<file path="src/hw/rtl/pp_pkg.sv">
`default_nettype none
package pp_pkg;

  localparam int MaxLenDefault = 64;
  localparam int DataW         = 32;
  localparam int StepW         = 4;

  // Microprogram step addresses
  localparam logic [StepW-1:0] ST_IDLE   = 4'd0;
  localparam logic [StepW-1:0] ST_P_INIT = 4'd1;
  localparam logic [StepW-1:0] ST_P_RD   = 4'd2;
  localparam logic [StepW-1:0] ST_P_CMP  = 4'd3;
  localparam logic [StepW-1:0] ST_P_CHK  = 4'd4;
  localparam logic [StepW-1:0] ST_S_INIT = 4'd5;
  localparam logic [StepW-1:0] ST_S_ARD  = 4'd6;
  localparam logic [StepW-1:0] ST_S_PV   = 4'd7;
  localparam logic [StepW-1:0] ST_S_RD   = 4'd8;
  localparam logic [StepW-1:0] ST_S_CMP  = 4'd9;
  localparam logic [StepW-1:0] ST_E_INIT = 4'd10;
  localparam logic [StepW-1:0] ST_E_RD   = 4'd11;
  localparam logic [StepW-1:0] ST_E_OUT  = 4'd12;
  localparam logic [StepW-1:0] ST_E_DONE = 4'd13;

  // Read address select for port A
  localparam logic [1:0] ASEL_K     = 2'd0;
  localparam logic [1:0] ASEL_PIVOT = 2'd1;
  localparam logic [1:0] ASEL_MAP   = 2'd2;

  // Index counter operations
  localparam logic [2:0] KOP_HOLD = 3'd0;
  localparam logic [2:0] KOP_NM1  = 3'd1;
  localparam logic [2:0] KOP_DEC  = 3'd2;
  localparam logic [2:0] KOP_INC  = 3'd3;
  localparam logic [2:0] KOP_CLR  = 3'd4;

  // Handshake a step waits on before it advances
  localparam logic [1:0] WAIT_NONE = 2'd0;
  localparam logic [1:0] WAIT_IN   = 2'd1;
  localparam logic [1:0] WAIT_OUT  = 2'd2;

  // Branch condition select
  localparam logic [2:0] FLG_TRUE  = 3'd0;
  localparam logic [2:0] FLG_LAST  = 3'd1;
  localparam logic [2:0] FLG_N_ONE = 3'd2;
  localparam logic [2:0] FLG_LT_AB = 3'd3;
  localparam logic [2:0] FLG_K_ONE = 3'd4;
  localparam logic [2:0] FLG_LT_AP = 3'd5;
  localparam logic [2:0] FLG_K_END = 3'd6;

  typedef struct packed {
    logic             in_ready;
    logic             out_valid;
    logic             rd_a;
    logic             rd_b;
    logic [1:0]       asel;
    logic [2:0]       kop;
    logic             clr_found;
    logic             set_found;
    logic             ld_piv;
    logic             ld_pv;
    logic             ld_swp;
    logic             clr_seq;
    logic [1:0]       wait_on;
    logic [2:0]       flag;
    logic [StepW-1:0] tgt_t;
    logic [StepW-1:0] tgt_f;
  } ctrl_t;

  typedef struct packed {
    logic in_acc;
    logic out_acc;
    logic last;
    logic n_one;
    logic lt_ab;
    logic k_one;
    logic lt_ap;
    logic k_end;
  } stat_t;

  // Control store: one word per step
  function automatic ctrl_t ucode(input logic [StepW-1:0] step);
    ctrl_t c;
    c = '0;
    case (step)
      ST_IDLE: begin
        c.in_ready = 1'b1;
        c.wait_on  = WAIT_IN;
        c.flag     = FLG_LAST;
        c.tgt_t    = ST_P_INIT;
        c.tgt_f    = ST_IDLE;
      end
      ST_P_INIT: begin
        c.kop       = KOP_NM1;
        c.clr_found = 1'b1;
        c.flag      = FLG_N_ONE;
        c.tgt_t     = ST_E_INIT;
        c.tgt_f     = ST_P_RD;
      end
      ST_P_RD: begin
        c.asel  = ASEL_K;
        c.rd_a  = 1'b1;
        c.rd_b  = 1'b1;
        c.tgt_t = ST_P_CMP;
      end
      ST_P_CMP: begin
        c.ld_piv = 1'b1;
        c.flag   = FLG_LT_AB;
        c.tgt_t  = ST_S_INIT;
        c.tgt_f  = ST_P_CHK;
      end
      ST_P_CHK: begin
        c.kop   = KOP_DEC;
        c.flag  = FLG_K_ONE;
        c.tgt_t = ST_E_INIT;
        c.tgt_f = ST_P_RD;
      end
      ST_S_INIT: begin
        c.set_found = 1'b1;
        c.kop       = KOP_NM1;
        c.tgt_t     = ST_S_ARD;
      end
      ST_S_ARD: begin
        c.asel  = ASEL_PIVOT;
        c.rd_a  = 1'b1;
        c.tgt_t = ST_S_PV;
      end
      ST_S_PV: begin
        c.ld_pv = 1'b1;
        c.tgt_t = ST_S_RD;
      end
      ST_S_RD: begin
        c.asel  = ASEL_K;
        c.rd_a  = 1'b1;
        c.tgt_t = ST_S_CMP;
      end
      ST_S_CMP: begin
        c.ld_swp = 1'b1;
        c.kop    = KOP_DEC;
        c.flag   = FLG_LT_AP;
        c.tgt_t  = ST_E_INIT;
        c.tgt_f  = ST_S_RD;
      end
      ST_E_INIT: begin
        c.kop   = KOP_CLR;
        c.tgt_t = ST_E_RD;
      end
      ST_E_RD: begin
        c.asel  = ASEL_MAP;
        c.rd_a  = 1'b1;
        c.tgt_t = ST_E_OUT;
      end
      ST_E_OUT: begin
        c.out_valid = 1'b1;
        c.kop       = KOP_INC;
        c.wait_on   = WAIT_OUT;
        c.flag      = FLG_K_END;
        c.tgt_t     = ST_E_DONE;
        c.tgt_f     = ST_E_RD;
      end
      ST_E_DONE: begin
        c.clr_seq = 1'b1;
        c.tgt_t   = ST_IDLE;
      end
      default: begin
        c.tgt_t = ST_IDLE;
        c.tgt_f = ST_IDLE;
      end
    endcase
    return c;
  endfunction

endpackage
`default_nettype wire

</file>
<file path="src/hw/rtl/pp_dpath.sv">
`default_nettype none
module pp_dpath
  import pp_pkg::*;
#(
  parameter int MAX_LEN = MaxLenDefault,
  parameter int AW      = $clog2(MaxLenDefault),
  parameter int CW      = $clog2(MaxLenDefault + 1)
) (
  input  logic             clk,
  input  logic             rst,
  input  ctrl_t            ctl,
  input  logic             in_acc,
  input  logic             in_last,
  input  logic             out_acc,
  input  logic [DataW-1:0] rdata_a,
  input  logic [DataW-1:0] rdata_b,
  output stat_t            stat,
  output logic             we,
  output logic [AW-1:0]    waddr,
  output logic [AW-1:0]    raddr_a,
  output logic [AW-1:0]    raddr_b,
  output logic             found,
  output logic             ovf
);

  logic [CW-1:0]    count;
  logic [AW-1:0]    k;
  logic [AW-1:0]    pivot;
  logic [AW-1:0]    swp;
  logic [DataW-1:0] pv;
  logic [AW-1:0]    n_m1;
  logic [CW:0]      mirror;
  logic [AW-1:0]    map_addr;
  logic             room;

  assign n_m1  = AW'(count - CW'(1));
  assign room  = count < CW'(MAX_LEN);
  assign we    = in_acc & room;
  assign waddr = count[AW-1:0];

  // Output order after swap and suffix reversal, read in place
  assign mirror = (CW+1)'(count) + (CW+1)'(pivot) - (CW+1)'(k);
  always_comb begin
    if (!found || k < pivot) begin
      map_addr = k;
    end else if (k == pivot) begin
      map_addr = swp;
    end else if (mirror[AW-1:0] == swp) begin
      map_addr = pivot;
    end else begin
      map_addr = mirror[AW-1:0];
    end
  end

  always_comb begin
    case (ctl.asel)
      ASEL_K:     raddr_a = k;
      ASEL_PIVOT: raddr_a = pivot;
      ASEL_MAP:   raddr_a = map_addr;
      default:    raddr_a = k;
    endcase
  end
  assign raddr_b = k - AW'(1);

  assign stat.in_acc  = in_acc;
  assign stat.out_acc = out_acc;
  assign stat.last    = in_last;
  assign stat.n_one   = count == CW'(1);
  assign stat.lt_ab   = $signed(rdata_a) < $signed(rdata_b);
  assign stat.k_one   = k == AW'(1);
  assign stat.lt_ap   = $signed(rdata_a) < $signed(pv);
  assign stat.k_end   = k == n_m1;

  always_ff @(posedge clk) begin
    if (rst) begin
      count <= '0;
      ovf   <= 1'b0;
    end else if (ctl.clr_seq) begin
      count <= '0;
      ovf   <= 1'b0;
    end else if (in_acc) begin
      if (room) begin
        count <= count + CW'(1);
      end else begin
        ovf <= 1'b1;
      end
    end
  end

  always_ff @(posedge clk) begin
    case (ctl.kop)
      KOP_NM1: k <= n_m1;
      KOP_DEC: k <= k - AW'(1);
      KOP_INC: k <= k + AW'(1);
      KOP_CLR: k <= '0;
      default: k <= k;
    endcase
    if (ctl.clr_found) begin
      found <= 1'b0;
    end else if (ctl.set_found) begin
      found <= 1'b1;
    end
    if (ctl.ld_piv) begin
      pivot <= k - AW'(1);
    end
    if (ctl.ld_pv) begin
      pv <= rdata_a;
    end
    if (ctl.ld_swp) begin
      swp <= k;
    end
  end

endmodule
`default_nettype wire

</file>
<file path="config.mk">
export PLATFORM = sky130hd
export DESIGN_NAME = pp_dpath
export DESIGN_NICKNAME = d
export VERILOG_FILES = /design/src/hw/rtl/pp_pkg.sv /design/src/hw/rtl/pp_dpath.sv
export SDC_FILE = /design/constraint.sdc
export NUM_CORES = 1
export LEC_CHECK = 0
export ABC_CLOCK_PERIOD_IN_PS = 3550
export BUFFER_PORTS_ARGS = -buffer_cell sky130_fd_sc_hd__clkbuf_2
export CORE_ASPECT_RATIO = 0.7
export CORE_MARGIN = 8
export CORE_UTILIZATION = 35
export CTS_CLUSTER_DIAMETER = 30
export CTS_CLUSTER_SIZE = 12
export DETAILED_ROUTE_END_ITERATION = 12
export GPL_TIMING_DRIVEN = 0
export HOLD_SLACK_MARGIN = 0.1
export SLEW_MARGIN = 20
export SYNTH_ARGS = -nofsm -noshare
export SYNTH_HDL_FRONTEND = slang
export SYNTH_SLANG_ARGS = --single-unit
</file>
<file path="constraint.sdc">
create_clock -name clk -period 3.55 [get_ports clk]
set_input_delay 0.1775 -clock clk [delete_from_list [all_inputs] [get_ports clk]]
set_output_delay 0.1775 -clock clk [all_outputs]
set_load 0.02 [all_outputs]
</file>
==> impl_metrics.py <==
metrics = {
    "timing": {
        "rsz0062_at_grt": "yes",
        "skew_ns": 0.00462,
        "worst_pin_slew_ns": 0.837,
        "report.final.slew_viol_count": 0,
        "setup_slack_ns": -0.232,
        "relSlewSlack_pct": 44.2,
        "finalCriticalPeriod_ns": 3.78,
        "setup_viol": 6,
        "fmax_mhz": 264,
        "hold_viol": 0,
        "period_share_pct": 107,
        "whs_ns": 0.125,
    },
    "die": {
        "die_h_um": 116,
        "ioPinCount": 126,
        "dieWidth_um": 158,
        "start_util_pct": 35.8,
        "core_mm2": 0.0139,
        "dieArea_mm2": 0.0183,
        "rows": 36,
    },
    "power": {
        "leakagePower_uw": 0.00325,
        "power_uw": 2650,
        "peakVddDrop_mv": 0.253,
        "cellPowerDensity_mw_per_mm2": 402,
    },
    "worst_hold_path": {
        "holdCritPathClass": "in2reg",
    },
    "setup_path": {
        "worstPathCellList": "fa_1 -> buf_4 -> fa_2 -> inv_1 -> a21o_1 -> a21oi_2 -> xnor3_1 -> or4b_4 -> mux2i_1 -> a221o_1 -> clkbuf_8",
        "cp_num_buf_inv": 3,
        "start_kind": "flip-flop",
        "end_kind": "output pin",
        "critPathSlowestCell": "or4b_4",
        "path_class": "reg2out",
        "crit_family": "adder cells",
        "critPathMaxFanout": 5,
        "worstPathRequired_ns": 3.37,
        "max_stage_delay_ns": 0.60,
        "crit_arrival_ns": 3.60,
    },
    "final_layout": {
        "area_growth_pct": 32.7,
        "drive_above_1_share_pct": 24.8,
        "final_cell_mix": "100 x clkbuf_2, 89 x inv_1, 79 x ha_1",
        "seq_area_mm2": 0.00169,
        "n_fill_cell": 1331,
        "multi_input_area_mm2": 0.00285,
        "layout.nets": 872,
        "final_common_cell": "clkbuf_2",
    },
    "yosys": {
        "synth_area_leaders": "edfxtp_1 30%, ha_1 21%, inv_1 7.2%",
        "synth_nets": 705,
        "synth_xor_area_share_pct": 7.08,
        "synth_cell_types": 49,
        "syn_area_per_cell_um2": 9.53,
        "synth.cell_area_mm2": 0.00496,
        "synth-adder-area-share_pct": 22.7,
        "syn_inst": 521,
        "yosys_warnings": 0,
        "yosysSeqAreaShare_pct": 33.9,
        "synth-seq-cells": 59,
        "synth-simple-area-share_pct": 11.6,
        "synth-main-ff-cell": "edfxtp_1",
        "synth_top_family_by_area": "adder cells",
        "synth.area.mux_share_pct": 1.21,
        "synth-edff-count": 50,
        "yosys.area.top_type": "edfxtp_1",
        "synth_top_area_share_pct": 30.2,
        "synth-compound-area-share_pct": 13.6,
        "ys_async_sr_fraction_pct": 0,
    },
    "outcome": {
        "violations": "setup timing",
        "outcome": "finished, violations left",
    },
    "grt": {
        "grt_max_degree": 33,
        "overflow": 0,
        "grt_pass1_vias": 4483,
        "track_usage_pct": 14.7,
        "antenna_found_initial": 1,
        "grt_pass1_wl_mm": 21.4,
    },
    "drt": {
        "drc": 0,
        "antenna_left": 0,
        "wirelength_mm": 13.0,
        "first_iter_violations": 168,
        "vias": 4269,
        "routed_via_density": 4.83,
        "dr.pass1.iters": 4,
        "wl_per_cell_um": 14.8,
    },
    "clocking": {
        "clk_pin_slew_ns": 0.05,
        "clk_latency_ns": 0.33,
        "clkSinkCount": 59,
        "htree_num_levels": 3,
        "cts_tree": "done",
        "cts_buffers": 9,
        "cts.path.max_buffers": 2,
        "cts-root-buf": "clkbuf_16",
    },
    "place": {
        "gp_congestion": 0.859,
        "dp_hpwl_mm": 10.3,
        "numPortBuffers": 105,
    },
    "job": {
        "drv_cap": 0,
    },
}
==> cells in the mapped netlist (all sizes together) (7+ instances only) <==
master and instances:
a21o 16, buf 11, clkbuf 13, a21oi 25, inv 95, nor2b 7
nand4 14, a22oi 9, nor3 11, xor2 14, nor2 28, ha 82
xnor2 21, o21ai 20, nand3 14, a211oi 9, edfxtp 50, dfxtp 9
nand2 13
==> layer usage <==
metal / vias to the layer above / GRT usage [%] / routed length (um)
li1: 2160 / - / -
met1: 1964 / 18.0 / 5950
met2: 123 / 24.5 / 5940
met3: 20 / 5.07 / 952
met4: 2 / 3.82 / 191
met5: - / 0 / 9
==> what timing repair did <==
item	CTS	global route
pin swaps	11	5
gates resized for setup	26	9
setup buffers	17	2
hold endpoints to repair	33	0
hold buffers	34	0
setup endpoints to repair	6	6
==> path summary, 6_finish.rpt <==
kind	to	startpoint	cells after the start	slack [ns]
setup / recovery	raddr_a[1]	k[1]	11	-0.23
hold / removal	ovf	in_acc	3	0.12
hold reg to reg	ovf	ovf	2	0.47
setup reg to reg	k[2]	k[1]	8	1.44
==> state kept, by name, summed over array words and instances, names as in the netlist <==
| signal | flops |
|---|---|
| found | 1 |
| ovf | 1 |
| pv | 32 |
| k | 6 |
| count | 7 |
| swp | 6 |
| pivot | 6 |
==> tightest hold or removal path, cell delays in order <==
cell,delay (ns)
clkbuf_2,0.11
a21oi_1,0.06
nor2_1,0.07
==> through the flow <==
stage	setup WS, ns	TNS [ns]	area [um2]	util, %	std cells
2_1_floorplan	0.00239	0	4960	-	521
3_3_place_gp	-0.496	-2.25	5730	41.3	816
3_5_place_dp	-0.479	-2.18	5730	41.3	816
4_1_cts	-0.231	-0.860	6550	47.2	881
5_1_grt	-0.372	-1.69	6590	47.5	883
6_report	-0.232	-0.779	6590	47.5	884
==> report_power, final <==
part           switching, uW  internal (uW)
sequential              31.5            815
combinational            479            465
clock                    316            540
total                    827           1820
==> cell families (layout without fill, tap and decap cells) <==
kind of cell	count (synthesis)	after routing
buffers and inverters	119	291
AND/OR/NAND/NOR	111	111
AO/OA/AOI/OAI	102	102
adder cells (fa/ha/maj)	87	87
flip-flops	59	59
XOR/XNOR	37	37
multiplexers	6	6
other	0	1
==> cell type report <==
type / instances / area share, %
flip-flops and latches: 59 / 25.7
well taps: 190 / 3.61
inverters: 95 / 5.41
repair buffers: 158 / 15.8
plain buffers: 22 / 1.80
clock buffers: 11 / 3.53
multi-input cells: 343 / 43.3
diodes: 1 / 0.0380
clock inverters: 5 / 0.817
(Power assumes the default switching activity.)
