--- src/hw/rtl/pp_pkg.sv ---
`default_nettype none
package pp_pkg;

  localparam int MaxLenDefault = 64;
  localparam int DataW         = 32;
  localparam int StepW         = 4;

  // Microprogram step addresses
  localparam logic [StepW-1:0] ST_IDLE   = 4'd0;
  localparam logic [StepW-1:0] ST_P_INIT = 4'd1;
  localparam logic [StepW-1:0] ST_P_RD   = 4'd2;
  localparam logic [StepW-1:0] ST_P_CMP  = 4'd3;
  localparam logic [StepW-1:0] ST_P_CHK  = 4'd4;
  localparam logic [StepW-1:0] ST_S_INIT = 4'd5;
  localparam logic [StepW-1:0] ST_S_ARD  = 4'd6;
  localparam logic [StepW-1:0] ST_S_PV   = 4'd7;
  localparam logic [StepW-1:0] ST_S_RD   = 4'd8;
  localparam logic [StepW-1:0] ST_S_CMP  = 4'd9;
  localparam logic [StepW-1:0] ST_E_INIT = 4'd10;
  localparam logic [StepW-1:0] ST_E_RD   = 4'd11;
  localparam logic [StepW-1:0] ST_E_OUT  = 4'd12;
  localparam logic [StepW-1:0] ST_E_DONE = 4'd13;

  // Read address select for port A
  localparam logic [1:0] ASEL_K     = 2'd0;
  localparam logic [1:0] ASEL_PIVOT = 2'd1;
  localparam logic [1:0] ASEL_MAP   = 2'd2;

  // Index counter operations
  localparam logic [2:0] KOP_HOLD = 3'd0;
  localparam logic [2:0] KOP_NM1  = 3'd1;
  localparam logic [2:0] KOP_DEC  = 3'd2;
  localparam logic [2:0] KOP_INC  = 3'd3;
  localparam logic [2:0] KOP_CLR  = 3'd4;

  // Handshake a step waits on before it advances
  localparam logic [1:0] WAIT_NONE = 2'd0;
  localparam logic [1:0] WAIT_IN   = 2'd1;
  localparam logic [1:0] WAIT_OUT  = 2'd2;

  // Branch condition select
  localparam logic [2:0] FLG_TRUE  = 3'd0;
  localparam logic [2:0] FLG_LAST  = 3'd1;
  localparam logic [2:0] FLG_N_ONE = 3'd2;
  localparam logic [2:0] FLG_LT_AB = 3'd3;
  localparam logic [2:0] FLG_K_ONE = 3'd4;
  localparam logic [2:0] FLG_LT_AP = 3'd5;
  localparam logic [2:0] FLG_K_END = 3'd6;

  typedef struct packed {
    logic             in_ready;
    logic             out_valid;
    logic             rd_a;
    logic             rd_b;
    logic [1:0]       asel;
    logic [2:0]       kop;
    logic             clr_found;
    logic             set_found;
    logic             ld_piv;
    logic             ld_pv;
    logic             ld_swp;
    logic             clr_seq;
    logic [1:0]       wait_on;
    logic [2:0]       flag;
    logic [StepW-1:0] tgt_t;
    logic [StepW-1:0] tgt_f;
  } ctrl_t;

  typedef struct packed {
    logic in_acc;
    logic out_acc;
    logic last;
    logic n_one;
    logic lt_ab;
    logic k_one;
    logic lt_ap;
    logic k_end;
  } stat_t;

  // Control store: one word per step
  function automatic ctrl_t ucode(input logic [StepW-1:0] step);
    ctrl_t c;
    c = '0;
    case (step)
      ST_IDLE: begin
        c.in_ready = 1'b1;
        c.wait_on  = WAIT_IN;
        c.flag     = FLG_LAST;
        c.tgt_t    = ST_P_INIT;
        c.tgt_f    = ST_IDLE;
      end
      ST_P_INIT: begin
        c.kop       = KOP_NM1;
        c.clr_found = 1'b1;
        c.flag      = FLG_N_ONE;
        c.tgt_t     = ST_E_INIT;
        c.tgt_f     = ST_P_RD;
      end
      ST_P_RD: begin
        c.asel  = ASEL_K;
        c.rd_a  = 1'b1;
        c.rd_b  = 1'b1;
        c.tgt_t = ST_P_CMP;
      end
      ST_P_CMP: begin
        c.ld_piv = 1'b1;
        c.flag   = FLG_LT_AB;
        c.tgt_t  = ST_S_INIT;
        c.tgt_f  = ST_P_CHK;
      end
      ST_P_CHK: begin
        c.kop   = KOP_DEC;
        c.flag  = FLG_K_ONE;
        c.tgt_t = ST_E_INIT;
        c.tgt_f = ST_P_RD;
      end
      ST_S_INIT: begin
        c.set_found = 1'b1;
        c.kop       = KOP_NM1;
        c.tgt_t     = ST_S_ARD;
      end
      ST_S_ARD: begin
        c.asel  = ASEL_PIVOT;
        c.rd_a  = 1'b1;
        c.tgt_t = ST_S_PV;
      end
      ST_S_PV: begin
        c.ld_pv = 1'b1;
        c.tgt_t = ST_S_RD;
      end
      ST_S_RD: begin
        c.asel  = ASEL_K;
        c.rd_a  = 1'b1;
        c.tgt_t = ST_S_CMP;
      end
      ST_S_CMP: begin
        c.ld_swp = 1'b1;
        c.kop    = KOP_DEC;
        c.flag   = FLG_LT_AP;
        c.tgt_t  = ST_E_INIT;
        c.tgt_f  = ST_S_RD;
      end
      ST_E_INIT: begin
        c.kop   = KOP_CLR;
        c.tgt_t = ST_E_RD;
      end
      ST_E_RD: begin
        c.asel  = ASEL_MAP;
        c.rd_a  = 1'b1;
        c.tgt_t = ST_E_OUT;
      end
      ST_E_OUT: begin
        c.out_valid = 1'b1;
        c.kop       = KOP_INC;
        c.wait_on   = WAIT_OUT;
        c.flag      = FLG_K_END;
        c.tgt_t     = ST_E_DONE;
        c.tgt_f     = ST_E_RD;
      end
      ST_E_DONE: begin
        c.clr_seq = 1'b1;
        c.tgt_t   = ST_IDLE;
      end
      default: begin
        c.tgt_t = ST_IDLE;
        c.tgt_f = ST_IDLE;
      end
    endcase
    return c;
  endfunction

endpackage
`default_nettype wire

--- src/hw/rtl/pp_seq.sv ---
`default_nettype none
module pp_seq
  import pp_pkg::*;
(
  input  logic  clk,
  input  logic  rst,
  input  stat_t stat,
  output ctrl_t ctl
);

  logic [StepW-1:0] upc;
  logic [StepW-1:0] upc_next;
  ctrl_t            word;
  logic             go;
  logic             flag;

  assign word = ucode(upc);

  always_comb begin
    case (word.wait_on)
      WAIT_IN:  go = stat.in_acc;
      WAIT_OUT: go = stat.out_acc;
      default:  go = 1'b1;
    endcase
  end

  always_comb begin
    case (word.flag)
      FLG_TRUE:  flag = 1'b1;
      FLG_LAST:  flag = stat.last;
      FLG_N_ONE: flag = stat.n_one;
      FLG_LT_AB: flag = stat.lt_ab;
      FLG_K_ONE: flag = stat.k_one;
      FLG_LT_AP: flag = stat.lt_ap;
      FLG_K_END: flag = stat.k_end;
      default:   flag = 1'b1;
    endcase
  end

  // Hold the step and suppress its actions until its handshake completes
  always_comb begin
    ctl = word;
    if (!go) begin
      ctl.kop       = KOP_HOLD;
      ctl.clr_found = 1'b0;
      ctl.set_found = 1'b0;
      ctl.ld_piv    = 1'b0;
      ctl.ld_pv     = 1'b0;
      ctl.ld_swp    = 1'b0;
      ctl.clr_seq   = 1'b0;
    end
    if (go) begin
      upc_next = flag ? word.tgt_t : word.tgt_f;
    end else begin
      upc_next = upc;
    end
  end

  always_ff @(posedge clk) begin
    if (rst) begin
      upc <= ST_IDLE;
    end else begin
      upc <= upc_next;
    end
  end

endmodule
`default_nettype wire

--- config.mk ---
export PLATFORM = sky130hd
export DESIGN_NAME = pp_seq
export DESIGN_NICKNAME = d
export VERILOG_FILES = /design/src/hw/rtl/pp_pkg.sv /design/src/hw/rtl/pp_seq.sv
export SDC_FILE = /design/constraint.sdc
export NUM_CORES = 1
export LEC_CHECK = 0
export BUFFER_PORTS_ARGS = -buffer_cell sky130_fd_sc_hd__buf_2
export CAP_MARGIN = 10
export CELL_PAD_IN_SITES_DETAIL_PLACEMENT = 1
export CELL_PAD_IN_SITES_GLOBAL_PLACEMENT = 1
export CORE_MARGIN = 4
export CORE_UTILIZATION = 25
export DETAILED_ROUTE_END_ITERATION = 8
export PLACE_DENSITY_LB_ADDON = 0.1
export SETUP_SLACK_MARGIN = 0.4
export SYNTH_ARGS = -nofsm -noshare
export SYNTH_HDL_FRONTEND = slang
export SYNTH_SLANG_ARGS = --single-unit
--- constraint.sdc ---
create_clock -name clk -period 3.25 [get_ports clk]
set_clock_uncertainty 0.05 [all_clocks]
set_input_delay 0.1625 -clock clk [delete_from_list [all_inputs] [get_ports clk]]
set_output_delay 0.1625 -clock clk [all_outputs]
set_load 0.05 [all_outputs]
==> results of run 1 <==
-- power breakdown --
group	switching (mW)	internal (mW)	leakage [nW]	total [mW]
registers	0.0355	0.0654	0.0329	0.101
clock network	0.0213	0.0414	0.0138	0.0627
logic	0.725	0.285	0.435	1.01
total	0.781	0.392	0.482	1.17
-- per-stage QoR --
stage / power [mW] / util (%)
final: 1.173 / 33.97
after global routing: 1.267 / 33.97
after CTS: 1.187 / 33.97
after detailed placement: 1.119 / 33.22
after global placement: 1.109 / 33.22
after floorplan: 0.9154 / -
-- cell type report --
cell class | instances | share of cell area [%]
multi-input combinational | 92 | 60.46
timing repair buffer | 42 | 21.65
sequential | 4 | 7.786
tap | 44 | 5.353
inverter | 7 | 2.555
clock buffer | 3 | 2.190
-- synth_stat cells, types with 3 or more instances --
master / number / area [sq um]
inv_1: 7 / 26.28
buf_2: 5 / 25.02
nand3b_1: 3 / 22.52
nor2_1: 10 / 37.54
nor3_1: 8 / 40.04
buf_4: 5 / 37.54
clkbuf_1: 3 / 11.26
nand2_1: 11 / 41.29
dfxtp_1: 4 / 80.08
nand2b_1: 5 / 31.28
o21ai_0: 5 / 25.02
a21oi_1: 9 / 45.04
nor4_1: 4 / 25.02
-- metal layers --
layer	track usage (%)	share of wire [%]
met5	0	0
met4	3.166	0.85
met3	1.230	3.3
met2	26.06	50
met1	16.88	46
-- how the worst max path moves through the flow --
stage | startpoint | end | slack, ps | cells past startpoint
final | upc[1] | ctl[19] | 660 | 7
after global routing | upc[1] | ctl[19] | 460 | 7
after CTS | upc[1] | ctl[19] | 640 | 7
after detailed placement | upc[1] | upc[2] | 890 | 6
after global placement | upc[1] | ctl[19] | 970 | 7
after floorplan | upc[2] | ctl[14] | 200 | 10
-- logic make-up after synthesis --
family                   count (synthesis)
AO/OA/AOI/OAI                           30
XOR/XNOR                                 1
adder cells (fa/ha/maj)                  2
buffers and inverters                   22
flip-flops                               4
AND/OR/NAND/NOR                         59
==> implementation parameters, run 1 <==
Parameter                              Value

Outcome
  Result of the run    completed

Finish
  Commonest cells after routing, fill and taps aside    37 x buf_2, 11 x nand2_1, 10 x nor2_1
  Share of final-layout standard cells stronger than drive strength 1    38.51%
  Total non-filler cell area in the finished layout    1028 sq um
  Area of all sequential standard cells    80.08 sq um
  Registers with the highest flip-flop counts    upc (4)
  Post-route insts no fill    192
  Filler instances    386
  Synthesis-to-layout area growth    30.27%
  Multi-input gate area in the final layout    621.8 sq um
  Most common library cell in the layout ignoring fill and taps    buf_2
  Final net count    162
  Largest register FFs    4
  Largest register by flop count    upc
  Number of inserted diodes    0

STA
  Highest attainable clock frequency    385.6 MHz
  Final Setup Violations    0
  Fraction of the cycle the final worst path needs    79.80%
  Setup slack of the critical path after layout    656.6 ps
  Headroom to the max-slew limit    62.14%
  RSZ-0062 raised after global routing    no
  Final hold vios    0
  Min Clock Period, post-route    2593 ps
  Max-slew violation count    0
  Sum Neg Setup Slack    0 ps
  Measured slew at the worst slew-check pin    562.6 ps
  Worst hold slack across all endpoints    123.2 ps

Floorplan
  Die Area    4121 sq um
  Top-level port count    38
  Starting Density    26.07%
  DIE WIDTH    64.20 microns
  Die outline height    64.20 microns
  Site row count    20
  Core box area    3028 sq um

Flow run
  Max-cap violations    0

Critical path
  Launch point of the worst reg-to-reg path    upc[1]
  Arrival time of data at the critical path endpoint    2380 ps
  Longest individual stage delay on the worst path    590 ps
  Endpoint class of the critical path    output port
  Critical path cell sequence    nand4bb_1, inv_1, ha_1, a221oi_1, buf_4, nor3_2, buf_2
  Depth of the worst register-to-register path    6
  Category of the worst setup path launch point    flip-flop
  Dominant delay contributor by cell family on the critical path    buffers and inverters
  Crit path max fanout    12
  Slowest stage cell, crit path    dfxtp_1
  Type of the worst setup path    flip-flop to output port
  Worst-case register-to-register setup slack    910 ps
  Sum of buffers and inverters on the critical path    3
  Capture point of the worst reg-to-reg path    upc[2]
  Worst Path Required    3040 ps

Logic synthesis
  Post-synthesis async set-or-reset flop share    0%
  Distinct cells, synth    43
  Adder-cell share of the synthesized area    3.170%
  Main combinational cell family by area after synthesis    simple AND/OR/NAND/NOR gates
  Syn_area_per_cell    6.691 sq um
  Seq cells post-synth    4
  Post-synthesis net count    130
  Share of synthesized area occupied by flip-flops and latches    10.14%
  Xor-xnor portion of the synthesized cell area    1.109%
  Synthesized cell area    789.5 sq um
  Share of cell area taken by muxes after synthesis    0%
  Most instantiated flip-flop cell in the synthesis netlist    dfxtp_1
  Simple-gate share of the synthesized area    42.79%
  Compound-Gate Fraction of Synth Area    28.21%
  Instance count of the mapped netlist    118
  Number of warnings reported in the yosys synthesis log    0
  EDFF count, synth    0

Place
  Placed Instance Area    1006 sq um
  Number of cells after detailed placement    189
  Post-placement setup slack    888.3 ps
  Buffers on Ports    37
  Detailed placer's ending HPWL    2.219 mm
  RD Place Congestion    0.7236

Min path
  Path class of the lowest-slack min-delay path    input pin to flip-flop
  Worst hold endpoint    upc[1]
  Worst hold path startpoint    rst
  Worst Hold Path Cells    2

Clocking
  CTS Sinks    4
  CTS tree    done
  Clk slew on worst S/H paths    40 ps
  CTS Root Buffer Type    clkbuf_4
  Number of H-tree levels    1
  Gates resized, CTS repair    0
  Buffers from clock root to sink, at most    2
  Hold Buf Count CTS    0
  Num CTS Buffers    3
  Later-pin clock latency in the skew report    240 ps
  Postcts setup bufs    0

Power and ir drop
  Total leakage power    0.4820 nW
  Power density of the placed cells    1141 nW/um^2
  Worst IR Drop VDD    372.8 uV

Drt
  Detailed-route wire length per cell    14.66 microns
  Wire length after detailed routing    2.814 mm
  Detailed router's first-iteration violation count    39
  DRC viols    0
  Post-DR vias/cell    5.130
  Count of vias placed by the detailed router    985
  ANT nets after route    0
  DR pass1 iterations    4

Global routing
  Number of global-route vias before repair    980
  Global-route wire length before repair    4.671 mm
  GRT Resource Usage Total    13.90%
  Total gr overflow    0
  Initial antenna violation count    0
  Largest net degree at the start of global routing    32
Power figures use the tool's default switching activity.
==> inputs of run 2 (changes only) <==
Clock period 3.25 ns to 2.5 ns, I/O delays scaled along.
==> run 2 against run 1 <==
  * Via count up 2.5%
  * Flip-flop and latch count unchanged
  * Largest power group unchanged
  * Wire length is 5.0% higher
  * Highest routed layer unchanged
  * Clock power up 32%
  * Total power is 56% higher
  * Die area unchanged
  * Non-clock buffer count grew 11
  * First-iteration DRC count fell by 15%
==> implementation parameters, run 2 (synthesis gave the netlist of run 1 again) <==
Parameter                              Value

Floorplan
  Die outline height    64.20 microns (unchanged)
  Core box area    3028 sq um (unchanged)
  Top-level port count    38 (unchanged)
  Site row count    20 (unchanged)
  Die Area    4121 sq um (unchanged)
  Starting Density    26.07% (unchanged)
  DIE WIDTH    64.20 microns (unchanged)

Global routing
  GRT Resource Usage Total    14.96% (was 13.90%)
  Largest net degree at the start of global routing    21 (was 32)
  Initial antenna violation count    0 (unchanged)
  Number of global-route vias before repair    1034 (was 980)
  Total gr overflow    0 (unchanged)
  Global-route wire length before repair    4.940 mm (was 4.671 mm)

STA
  Highest attainable clock frequency    485.5 MHz
  Sum Neg Setup Slack    0 ps (unchanged)
  Headroom to the max-slew limit    63.33% (was 62.14%)
  RSZ-0062 raised after global routing    yes (was no)
  Fraction of the cycle the final worst path needs    82.39%
  Worst hold slack across all endpoints    70.92 ps (was 123.2 ps)
  Max-slew violation count    0 (unchanged)
  Measured slew at the worst slew-check pin    550.0 ps (was 562.6 ps)
  Min Clock Period, post-route    2060 ps
  Final Setup Violations    0 (unchanged)
  Final hold vios    0 (unchanged)

Drt
  DRC viols    0 (unchanged)
  Post-DR vias/cell    4.975 (was 5.130)
  Count of vias placed by the detailed router    1010 (was 985)
  ANT nets after route    0 (unchanged)
  DR pass1 iterations    4 (unchanged)
  Detailed-route wire length per cell    14.55 microns (was 14.66 microns)
  Wire length after detailed routing    2.954 mm (was 2.814 mm)
  Detailed router's first-iteration violation count    33 (was 39)

Place
  Detailed placer's ending HPWL    2.236 mm (was 2.219 mm)
  Buffers on Ports    37 (unchanged)
  Number of cells after detailed placement    192 (was 189)
  RD Place Congestion    0.7855 (was 0.7236)

Finish
  Largest register FFs    4 (unchanged)
  Commonest cells after routing, fill and taps aside    28 x buf_2, 17 x buf_4, 9 x nand2_1, 9 x a21oi_1, 7 x buf_6 (was 37 x buf_2, 11 x nand2_1, 10 x nor2_1)
  Post-route insts no fill    203 (was 192)
  Number of inserted diodes    0 (unchanged)
  Most common library cell in the layout ignoring fill and taps    buf_2 (unchanged)
  Registers with the highest flip-flop counts    upc (4) (unchanged)
  Largest register by flop count    upc (unchanged)
  Synthesis-to-layout area growth    65.45% (was 30.27%)
  Final net count    173 (was 162)
  Share of final-layout standard cells stronger than drive strength 1    54.72% (was 38.51%)
  Fin util    43.14% (was 33.97%)
  Filler instances    381 (was 386)

Clocking
  Hold Buf Count CTS    0 (unchanged)
  Num CTS Buffers    3 (unchanged)
  CTS tree    done (unchanged)
  Buffers from clock root to sink, at most    2 (unchanged)
  Later-pin clock latency in the skew report    240 ps (about the same)
  CTS Sinks    4 (unchanged)
  CTS Root Buffer Type    clkbuf_4 (unchanged)
  Number of H-tree levels    1 (unchanged)
  Clk slew on worst S/H paths    40 ps (about the same)

Power and ir drop
  Worst IR Drop VDD    396.9 uV (was 372.8 uV)
  Total leakage power    0.5519 nW (was 0.4820 nW)
  Post-layout total power    1.828 mW (was 1.173 mW)
  Power density of the placed cells    1399 nW/um^2 (was 1141 nW/um^2)

Critical path
  Depth of the worst register-to-register path    7 (was 6)
  Crit path max fanout    4 (was 12)
  Category of the worst setup path launch point    flip-flop (unchanged)
  Type of the worst setup path    flip-flop to output port (unchanged)
  Launch point of the worst reg-to-reg path    upc[1] (unchanged)
  Start point of the critical path    upc[1] (unchanged)
  Worst Path Required    2330 ps (was 3040 ps)
  Arrival time of data at the critical path endpoint    1880 ps (was 2380 ps)
  Worst-case register-to-register setup slack    480 ps (was 910 ps)
  Capture point of the worst reg-to-reg path    upc[2] (unchanged)
  Endpoint class of the critical path    output port (unchanged)

Min path
  Worst Hold Path Cells    2 (unchanged)
  Worst hold path startpoint    rst (unchanged)
  Path class of the lowest-slack min-delay path    input pin to flip-flop (unchanged)
  Worst hold endpoint    upc[1] (unchanged)

Flow run
  Max-cap violations    0 (unchanged)

Outcome
  Result of the run    completed (unchanged)
## run 2: cell count changes in the layout (fill, tap and decap cells not counted), sizes merged
cell	change
clkinvlp	+2
inv	-2
buf	+10
clkbuf	+1
## run 2: report_power, final
part           total (mW)  leakage, nW  switching (mW)  internal (mW)
combinational        1.62        0.503            1.09          0.533
clock              0.0830       0.0138          0.0291         0.0539
sequential          0.126       0.0353          0.0327         0.0937
total                1.83        0.552            1.15          0.680
## run 2: repair_timing
item,4_1_cts,5_1_grt
setup buffers,4,4
setup endpoints to repair,10,12
resized for setup,16,14
pin swaps,1,1
## run 2: cell type report
class / instances / area, sq um / area share [%]
Multi-Input combinational cell: 92 / 750.7 / 57.47
Timing Repair Buffer: 53 / 351.6 / 26.92
Sequential cell: 4 / 92.59 / 7.088
Tap cell: 44 / 55.05 / 4.215
Inverter: 7 / 33.78 / 2.586
Clock buffer: 3 / 22.52 / 1.724
## run 2: worst max-delay path by stage
stage | endpoint | slack (ps) | cells past startpoint
6_report | ctl[18] | 440 | 7
5_1_grt | ctl[18] | 390 | 7
4_1_cts | ctl[18] | 390 | 7
3_5_place_dp | ctl[18] | 290 | 7
3_3_place_gp | ctl[18] | 320 | 7
2_1_floorplan | ctl[14] | 50 | 10
## run 2: metrics by stage
stage	area, sq um	setup WS (ps)
2_1_floorplan	1002	46.82
3_3_place_gp	1125	322.9
3_5_place_dp	1125	288.3
4_1_cts	1235	386.5
5_1_grt	1306	390.1
6_report	1306	440.3
## run 2: worst max-delay path, stage by stage (launching register included)
cell and delay, ps:
dfxtp_4 350, nand4bb_4 250, buf_6 150, ha_4 210
a221o_2 350, nand2_4 120, nor3_4 50, buf_6 150
## run 2: layer usage
layer	up-vias	track usage [%]	part of all wire (%)
met1	468	18.05	45
met4	0	6.332	1.9
met5	-	0	0
li1	508	-	-
met3	5	0.7030	3.7
met2	29	27.23	50
==> inputs of run 3 (changes only) <==
Clock period 2.5 ns to 1.7 ns, I/O delays scaled along.
==> run 3 against run 2 <==
  * The run now ends with negative setup slack left
  * Wire length increased by 18%
  * Sequential share of layout area decreased by 2.0 points
  * Setup slack worse by 780 ps
  * Non-clock buffer count rose by 22
  * Hold slack lost 4.6 ps
  * Core utilization increased by 14 points
  * Flip-flop and latch count is the same
  * Critical endpoint is now upc[2]
  * Highest routed layer unchanged
==> implementation parameters, run 3 (synthesis gave the netlist of run 1 again) <==
Parameter                              Value

Outcome
  Result of the run    finished with violations (was completed)
  Violated checks    negative setup slack

STA
  Final hold vios    0 (unchanged)
  Min Clock Period, post-route    2041 ps
  Max-slew violation count    0 (unchanged)
  Headroom to the max-slew limit    68.71% (was 63.33%)
  Sum Neg Setup Slack    -4566 ps (was 0 ps)
  Fraction of the cycle the final worst path needs    120.1%
  Highest attainable clock frequency    489.9 MHz
  RSZ-0062 raised after global routing    yes (unchanged)
  Measured slew at the worst slew-check pin    465.0 ps (was 550.0 ps)
  Final Setup Violations    20 (was 0)
  Setup slack of the critical path after layout    -341.4 ps (was 440.3 ps)

Clocking
  Number of H-tree levels    1 (unchanged)
  CTS Root Buffer Type    clkbuf_4 (unchanged)
  CTS Sinks    4 (unchanged)
  Later-pin clock latency in the skew report    230 ps (was 240 ps)
  Buffers from clock root to sink, at most    2 (unchanged)
  Clk slew on worst S/H paths    40 ps (about the same)
  Hold Buf Count CTS    0 (unchanged)
  Num CTS Buffers    3 (unchanged)
  CTS tree    done (unchanged)

Drt
  ANT nets after route    0 (unchanged)
  Count of vias placed by the detailed router    1131 (was 1010)
  DR pass1 iterations    4 (unchanged)
  Wire length after detailed routing    3.494 mm (was 2.954 mm)
  Post-DR vias/cell    5.027 (was 4.975)
  Detailed-route wire length per cell    15.53 microns (was 14.55 microns)
  Detailed router's first-iteration violation count    29 (was 33)
  DRC viols    0 (unchanged)

Min path
  Path class of the lowest-slack min-delay path    input pin to flip-flop (unchanged)
  Worst Hold Path Cells    2 (unchanged)
  Worst hold endpoint    upc[3] (was upc[1])
  Worst hold path startpoint    rst (unchanged)

Finish
  Synthesis-to-layout area growth    119.7% (was 65.45%)
  Most common library cell in the layout ignoring fill and taps    buf_4 (was buf_2)
  Share of final-layout standard cells stronger than drive strength 1    69.61% (was 54.72%)
  Registers with the highest flip-flop counts    upc (4) (unchanged)
  Largest register FFs    4 (unchanged)
  Largest register by flop count    upc (unchanged)
  Post-route insts no fill    225 (was 203)
  Fin util    57.27% (was 43.14%)
  Final net count    195 (was 173)
  Commonest cells after routing, fill and taps aside    32 x buf_4, 20 x buf_6, 14 x buf_2 (was 28 x buf_2, 17 x buf_4, 9 x nand2_1, 9 x a21oi_1, 7 x buf_6)
  Number of inserted diodes    0 (unchanged)

Floorplan
  Starting Density    26.07% (unchanged)
  Top-level port count    38 (unchanged)
  Site row count    20 (unchanged)
  DIE WIDTH    64.20 microns (unchanged)
  Die outline height    64.20 microns (unchanged)
  Die Area    4121 sq um (unchanged)
  Core box area    3028 sq um (unchanged)

Power and ir drop
  Total leakage power    0.7043 nW (was 0.5519 nW)
  Power density of the placed cells    2123 nW/um^2 (was 1399 nW/um^2)
  Worst IR Drop VDD    832.2 uV (was 396.9 uV)
  Post-layout total power    3.681 mW (was 1.828 mW)

Critical path
  Crit path max fanout    3 (was 4)
  Arrival time of data at the critical path endpoint    2140 ps (was 1880 ps)
  Endpoint class of the critical path    flip-flop (was output port)
  Capture point of the worst reg-to-reg path    upc[2] (unchanged)
  Worst Path Required    1800 ps (was 2330 ps)
  Depth of the worst register-to-register path    9 (was 7)
  Worst-case register-to-register setup slack    -340 ps (was 480 ps)
  Type of the worst setup path    flip-flop to flip-flop (was flip-flop to output port)
  Launch point of the worst reg-to-reg path    upc[0] (was upc[1])
  Category of the worst setup path launch point    flip-flop (unchanged)

Place
  Number of cells after detailed placement    210 (was 192)
  Detailed placer's ending HPWL    2.302 mm (was 2.236 mm)
  Buffers on Ports    37 (unchanged)
  RD Place Congestion    0.7825 (was 0.7855)

Global routing
  Initial antenna violation count    0 (unchanged)
  Largest net degree at the start of global routing    29 (was 21)
  Number of global-route vias before repair    1181 (was 1034)
  Global-route wire length before repair    5.513 mm (was 4.940 mm)
  Total gr overflow    0 (unchanged)
  GRT Resource Usage Total    16.57% (was 14.96%)

Flow run
  Max-cap violations    0 (unchanged)
[run 3: cell count changes in the layout (fill, tap and decap cells not counted), sizes merged]
cell,change
buf,+23
clkbuf,-1
clkinvlp,+1
inv,-1
[run 3: per-stage QoR]
step | hold slack, ps | setup slack (ps) | instance area [sq um]
finish | 66.28 | -341.4 | 1734
global route | 58.91 | -431.8 | 1734
CTS | 36.25 | -308.5 | 1643
detailed placement | 283.2 | -370.6 | 1315
global placement | 281.4 | -307.0 | 1315
floorplan | 96.65 | -774.7 | 1032
[run 3: report_power, final]
| group | switching (mW) | internal (mW) | leakage [nW] |
|---|---|---|---|
| sequential | 0.0327 | 0.134 | 0.0347 |
| clock | 0.0346 | 0.0787 | 0.0138 |
| combinational | 1.93 | 1.47 | 0.656 |
| total | 2.00 | 1.68 | 0.704 |
[run 3: cell type report]
class | count | area, sq um
Tap cell | 44 | 55.05
Timing Repair Buffer | 75 | 680.7
Inverter | 7 | 37.54
Multi-Input combinational cell | 92 | 850.8
Sequential cell | 4 | 87.58
Clock buffer | 3 | 22.52
Fill cell | 359 | 1294
[run 3: metal layers]
layer  routed length (microns)  track usage [%]
met5                         0                0
met4                        10            3.694
met3                       109            1.933
met2                      2030            33.55
met1                      1344            17.88
[run 3: critical path: stages, from the launching register on]
cell and delay (ps):
dfxtp_2 350, buf_6 100, nor2_2 30, nand2_2 100
clkinvlp_4 120, ha_4 250, a221o_2 350, buf_4 170
a311o_1 330, nor3_2 110
[run 3: worst max-delay path by stage]
stage          endpoint  depth (start not counted)   start  slack [ps]
5_1_grt         ctl[14]                         10  upc[0]        -430
3_3_place_gp    ctl[18]                          7  upc[0]        -310
2_1_floorplan   ctl[14]                         10  upc[2]        -770
6_report         upc[2]                          9  upc[0]        -340
3_5_place_dp    ctl[18]                          7  upc[0]        -370
4_1_cts         ctl[21]                          8  upc[1]        -310
[run 3: timing repair]
item	4_1_cts	5_1_grt
pin swaps	7	5
resized for setup	69	17
endpoints found under the setup margin	32	32
setup buffers	9	3
